File: config.mk
export PLATFORM = sky130hd
export DESIGN_NAME = akwq_ctrl
export DESIGN_NICKNAME = d
export VERILOG_FILES = /design/src/rtl/akwq_pkg.sv /design/src/rtl/akwq_ctrl.sv
export SDC_FILE = /design/constraint.sdc
export NUM_CORES = 1
export LEC_CHECK = 0
export ABC_AREA = 1
export BUFFER_PORTS_ARGS = -buffer_cell sky130_fd_sc_hd__buf_2
export CORE_MARGIN = 5
export CORE_UTILIZATION = 30
export DETAILED_ROUTE_END_ITERATION = 8
export GPL_TIMING_DRIVEN = 0
export MAX_ROUTING_LAYER = met4
export PLACE_DENSITY = 0.61
export SYNTH_ARGS = -nofsm -noshare
export SYNTH_HDL_FRONTEND = slang
export SYNTH_SLANG_ARGS = --single-unit
File: constraint.sdc
create_clock -name clk -period 3.2 [get_ports clk]
set_input_delay 0.64 -clock clk [delete_from_list [all_inputs] [get_ports clk]]
set_output_delay 0.64 -clock clk [all_outputs]
set_load 0.01 [all_outputs]
File: src/rtl/akwq_pkg.sv
// akwq_pkg: shared types, codes and hash constants for the address keyed wait queue.
// Used by akwq_hash, akwq_ctrl, akwq_dp and address_keyed_wait_queue_unit.
package akwq_pkg;

  localparam int THREADS_DEF = 32;
  localparam int BUCKETS_DEF = 32;
  localparam int MAX_RESULTS = 32;

  localparam logic [63:0] HASH_KA = 64'hdc2b17dc9d2fbc29;
  localparam logic [63:0] HASH_KB = 64'hcb1014192cb2c5fc;
  localparam logic [63:0] HASH_KC = 64'h5b12db9242bd7ce7;

  typedef enum logic [1:0] {
    K_WAIT       = 2'd0,
    K_WAKE_ONE   = 2'd1,
    K_WAKE_MULTI = 2'd2,
    K_CANCEL     = 2'd3
  } kind_t;

  typedef enum logic [2:0] {
    RS_NOT_WAITED    = 3'd0,
    RS_ENQUEUED      = 3'd1,
    RS_WOKEN         = 3'd2,
    RS_NONE_WOKEN    = 3'd3,
    RS_CANCELLED     = 3'd4,
    RS_ALREADY_WOKEN = 3'd5,
    RS_REJECTED      = 3'd6
  } res_code_t;

  typedef enum logic [3:0] {
    S_CLEAR, S_IDLE, S_DECODE, S_TOK, S_ADDR, S_HASH, S_BKT, S_WINIT,
    S_LOOP, S_EVAL, S_LINK_A, S_LINK_B, S_FINISH
  } state_t;

  typedef struct packed {
    logic      cap;
    logic      clr_step;
    logic      hash_go;
    logic      hash_sel_rd;
    logic      bkt_rd;
    logic      walk_init;
    logic      rd_tid;
    logic      rd_cur;
    logic      eval;
    logic      link_a;
    logic      link_b;
    logic      finish;
    logic      emit_imm;
    res_code_t imm_code;
    logic      tok_clr;
  } cmd_t;

  typedef struct packed {
    kind_t kind;
    logic  tid_bad;
    logic  tid_queued;
    logic  can;
    logic  hash_done;
    logic  clr_done;
    logic  walk_more;
    logic  eval_stop;
  } sts_t;

endpackage

File: src/rtl/akwq_ctrl.sv
// akwq_ctrl: sequencing state machine of the wait queue.
// Depends on akwq_pkg for state, command and status types.
module akwq_ctrl (
  input  logic               clk,
  input  logic               rst,
  input  logic               start,
  input  akwq_pkg::sts_t     sts,
  output akwq_pkg::cmd_t     cmd,
  output logic               busy
);

  akwq_pkg::state_t state, state_next;

  always_ff @(posedge clk) begin
    if (rst) state <= akwq_pkg::S_CLEAR;
    else state <= state_next;
  end

  always_comb begin
    cmd = '0;
    cmd.imm_code = akwq_pkg::RS_REJECTED;
    state_next = state;
    busy = (state != akwq_pkg::S_IDLE);
    unique case (state)
      akwq_pkg::S_CLEAR: begin
        cmd.clr_step = 1'b1;
        if (sts.clr_done) state_next = akwq_pkg::S_IDLE;
      end
      akwq_pkg::S_IDLE: begin
        if (start) begin
          cmd.cap = 1'b1;
          state_next = akwq_pkg::S_DECODE;
        end
      end
      akwq_pkg::S_DECODE: begin
        unique case (sts.kind)
          akwq_pkg::K_WAIT: begin
            if (sts.tid_bad || sts.tid_queued) begin
              cmd.emit_imm = 1'b1;
              state_next = akwq_pkg::S_IDLE;
            end else if (!sts.can) begin
              cmd.emit_imm = 1'b1;
              cmd.imm_code = akwq_pkg::RS_NOT_WAITED;
              state_next = akwq_pkg::S_IDLE;
            end else begin
              cmd.hash_go = 1'b1;
              state_next = akwq_pkg::S_HASH;
            end
          end
          akwq_pkg::K_CANCEL: begin
            if (sts.tid_bad) begin
              cmd.emit_imm = 1'b1;
              state_next = akwq_pkg::S_IDLE;
            end else begin
              cmd.rd_tid = 1'b1;
              state_next = sts.tid_queued ? akwq_pkg::S_ADDR : akwq_pkg::S_TOK;
            end
          end
          default: begin
            cmd.hash_go = 1'b1;
            state_next = akwq_pkg::S_HASH;
          end
        endcase
      end
      akwq_pkg::S_TOK: begin
        cmd.emit_imm = 1'b1;
        cmd.imm_code = akwq_pkg::RS_ALREADY_WOKEN;
        cmd.tok_clr = 1'b1;
        state_next = akwq_pkg::S_IDLE;
      end
      akwq_pkg::S_ADDR: begin
        cmd.hash_go = 1'b1;
        cmd.hash_sel_rd = 1'b1;
        state_next = akwq_pkg::S_HASH;
      end
      akwq_pkg::S_HASH: begin
        if (sts.hash_done) begin
          cmd.bkt_rd = 1'b1;
          state_next = akwq_pkg::S_BKT;
        end
      end
      akwq_pkg::S_BKT: begin
        state_next = akwq_pkg::S_WINIT;
      end
      akwq_pkg::S_WINIT: begin
        cmd.walk_init = 1'b1;
        state_next = (sts.kind == akwq_pkg::K_WAIT) ? akwq_pkg::S_LINK_A : akwq_pkg::S_LOOP;
      end
      akwq_pkg::S_LOOP: begin
        if (sts.walk_more) begin
          cmd.rd_cur = 1'b1;
          state_next = akwq_pkg::S_EVAL;
        end else begin
          state_next = akwq_pkg::S_FINISH;
        end
      end
      akwq_pkg::S_EVAL: begin
        cmd.eval = 1'b1;
        state_next = sts.eval_stop ? akwq_pkg::S_FINISH : akwq_pkg::S_LOOP;
      end
      akwq_pkg::S_LINK_A: begin
        cmd.link_a = 1'b1;
        state_next = akwq_pkg::S_LINK_B;
      end
      akwq_pkg::S_LINK_B: begin
        cmd.link_b = 1'b1;
        state_next = akwq_pkg::S_FINISH;
      end
      akwq_pkg::S_FINISH: begin
        cmd.finish = 1'b1;
        state_next = akwq_pkg::S_IDLE;
      end
      default: state_next = akwq_pkg::S_IDLE;
    endcase
  end

endmodule

# Word level (Yosys, flattened, before mapping)

Cells that the tools add are included.

Register bits: 4
Output and inout bits: 18

Muxes and demuxes: 40
Equal/unequal tests: 17
Reductions and logical operators: 4

Operators with widths:

| operator                                                                | count |
|---|---|
| 4-bit one-hot mux with 11 select lines                                  | 1 |
| 1-bit 2-to-1 mux                                                        | 21 |
| 3-bit 2-to-1 mux                                                        | 7 |
| 4-bit == test, second input constant                                    | 5 |
| 4-bit 2-to-1 mux                                                        | 5 |
| 4-bit by 3-bit == test with 1-bit output, second input constant         | 4 |
| 4-bit one-hot mux with 2 select lines                                   | 2 |
| 4-bit by 2-bit == test with 1-bit output, second input constant         | 2 |
| 2-bit inequality test, second input constant                            | 3 |
| 1-bit one-hot mux with 2 select lines                                   | 3 |
| 4-bit by 1-bit == test with 1-bit output, second input constant         | 1 |
| 4-bit logical NOT                                                       | 1 |
| 4-bit by 1-bit inequality test with 1-bit output, second input constant | 1 |
| 3-bit AND reduction                                                     | 1 |
| 2-bit == test, second input constant                                    | 1 |
| 2-bit logical NOT                                                       | 1 |
| 2-bit 2-to-1 mux                                                        | 1 |
| 1-bit logical OR                                                        | 1 |

# Depth between registers and ports, before layout

Word-level depth: 4
Gate-level depth with buffers: 8
Depth with buffers taken out: 8

# Worst setup path before layout

No wires, ideal clock.

Path type: input -> output
From: input port sts[7] (netlist bit)
To: output port cmd[4] (netlist bit)
Required time: 2.560 ns
Setup slack: 1.244 ns
Arrival time: 1.316 ns
Stages on the path: 5
Cell sequence: inv_1 > ha_1 > inv_1 > nand2_1 > o22ai_1

RTL lines:

| element     | line           | RTL |
|---|---|---|
| from (decl) | akwq_ctrl.sv:7 | `input akwq_pkg::sts_t sts,` |
| to (decl)   | akwq_ctrl.sv:8 | `output akwq_pkg::cmd_t cmd,` |

==> results.ini <==
[route]
vias_per_cell=4.50
vias=716
drc=0
drtIter0Drc=18
wl_per_cell_um=10.2
postRouteAntennaNets=0
drt_pass1_iterations=4
wl_um=1620

[clock_tree]
postCtsHoldBufs=0
postCtsSetupRepairBufs=0
numCtsBuffers=3
numClockSinks=4
clock_latency_ns=0.24
cts_root_buf=clkbuf_4
cts_buffer_depth=2
clkTransAtPathRegs_ns=0.04
cts_tree=done
post_cts_resized=0
htree_levels=1

[layout]
largest_reg_flops=4
post-route-cell-area_um2=768
top_regs=state x4
drive_above_1_share_pct=33.6
regMostFlops=state
area_growth_pct=34.9
final_nets=152
fillers=216
antenna_cells=0

[logic_synthesis]
yosysWarnings=0
synth.area.top_cells=nand2_1 15%, dfxtp_1 14%, nor2_1 13%
synth_largest_area_cell=nand2_1
synth_top_area_share_pct=15.2
yosysSeqAreaShare_pct=14.1
synth-seq-cells=4
syn_nets=118
synth_area_per_cell_um2=5.58
netlist_area_um2=569
synth_cell_types=21
synthCells=102

[timing]
setup-violations-final=0
worst_pin_slew_ns=0.264
fmax_mhz=457
skew_ns=0.00202
setup_tns_ns=0
finalMaxSlewViolations=0
finalCritPeriodShare_pct=68.4
rsz0062_at_grt=false
period_needed_ns=2.19
slew_headroom_pct=82.4
setup_ws_ns=1.01
hold_viol=0

[min_path]
hold_depth=2
hold_path.startpoint=rst
hold_path.class=in -> reg
whs_endpoint=state[1]

[power]
p_leak_nw=0.450
p_comb_share_pct=34.0
clockPowerShare_pct=35.5
p_int_uw=118
pwr-share-seq_pct=30.6
ir_drop_mv=0.107
p_sw_uw=64.0
p_sw_share_pct=35.2
power_density_nw_per_um2=237

[floorplanning]
core_um2=1760
io_pins=30
rows=15
die_w_um=53.6
die_area_um2=2870
initial_core_util_pct=32.3
dieHeight_um=53.6

[setup_path]
r2r_setup_slack_ns=1.98
crit_cells=9
crit_family=buffers and inverters
worstSetupStartpointType=input port
crit_path_end_kind=output port
path_max_fanout=3
critPathBufInv=4
slowest_delay_ns=0.18
crit_chain=buf_2 > inv_1 > ha_1 > inv_1 > a21oi_1 > a21oi_1 > nand2_1 > o21ai_0 > buf_2
critPathArrivalTime_ns=1.55
r2r_start=state[1]
reg2regPathDepth=6
required_ns=2.56
cpMaxStageDelayCell=ha_1
crit_type=in -> out
timing.rr.end=state[0]

[global_routing]
antenna_found_initial=0
gr-total-overflow=0
grt.total_usage_pct=11.7
grt_max_degree=7
grt_pass1_vias=639
grt_pass1_wl_um=2440

[place]
place_ws_ns=1.00
hpwl_um=1390
portBuffers=29
gp_congestion=0.795
placed_area_um2=746

[status]
status=complete, no violations

[run]
maxCapViolations=0

==> per-layer routing <==
| metal | vias up | GRT usage [%] | wire length [µm] |
|---|---|---|---|
| met4 | 0 | 5.11 | 10 |
| met1 | 305 | 14.0 | 744 |
| met3 | 2 | 2.77 | 118 |
| met2 | 22 | 18.8 | 748 |
| li1 | 387 | - | - |
| met5 | - | - | 0 |
==> cell usage in the layout (no fill, tap or decap), types with 2 or more instances in the layout <==
cell type,instances
a21oi_1,7
dfxtp_1,4
nor2_1,19
nor3_1,2
clkbuf_4,3
ha_1,4
o21ai_1,2
inv_2,4
nor2_4,3
inv_1,13
nand2_1,23
nor2_2,3
buf_2,29
nand3_1,9
==> stage by stage <==
stage	hold WS [ns]	cells	utilization [%]	total power [mW]
after floorplan	0.648	102	-	0.0955
after global placement	0.724	156	42.3	0.117
after detailed placement	0.740	156	42.3	0.118
after CTS	0.615	159	43.5	0.183
after global routing	0.636	159	43.5	0.192
final	0.618	159	43.5	0.182
==> cells in the mapped netlist <==
cell      number
a21oi_1        7
a31oi_1        1
and3b_1        1
buf_4          1
dfxtp_1        4
ha_1           4
inv_1         13
inv_2          4
nand2_1       23
nand2_2        1
nand2_4        1
nand3_1        9
nand3b_1       1
nand4_1        1
nor2_1        19
nor2_2         3
nor2_4         3
nor3_1         2
o21ai_0        1
o21ai_1        2
o22ai_1        1
==> power groups by stage <==
stage / Combinational, mW / Sequential (mW) / Clock, mW
global route: 0.0702 / 0.0561 / 0.0659
finish: 0.0618 / 0.0556 / 0.0645
global placement: 0.0607 / 0.0563 / 0
floorplan: 0.0398 / 0.0557 / 0
CTS: 0.0616 / 0.0557 / 0.0656
detailed placement: 0.0613 / 0.0564 / 0
==> worst max path at each step <==
stage / endpoint / start
after CTS: cmd[14] / sts[7]
after detailed placement: cmd[14] / sts[7]
after global routing: cmd[14] / sts[7]
after floorplan: cmd[4] / sts[7]
final: cmd[14] / sts[7]
after global placement: cmd[4] / sts[7]
==> logic make-up after synthesis <==
group	Yosys count	synth area share [%]
buf+inv	18	12.5
fa+ha+maj	4	8.79
simple gates	64	53.6
compound gates	12	11.0
flops	4	14.1
==> area by class of cell <==
| cell class | instances | area [µm²] | share of cell area (%) |
|---|---|---|---|
| Buffer | 1 | 7.51 | 0.977 |
| Multi-Input combinational cell | 80 | 418 | 54.4 |
| Sequential cell | 4 | 80.1 | 10.4 |
| Clock buffer | 3 | 22.5 | 2.93 |
| Inverter | 17 | 63.8 | 8.31 |
| Timing Repair Buffer | 29 | 145 | 18.9 |
| Tap cell | 25 | 31.3 | 4.07 |
==> worst register-to-register path, stage by stage, from the launching register on <==
cell and delay (ns):
dfxtp_1 0.43, inv_1 0.11, nor2_1 0.16, nand2_1 0.10, a21oi_1 0.14, nor2_1 0.06, a21oi_1 0.15
Power figures use the tool's default switching activity.
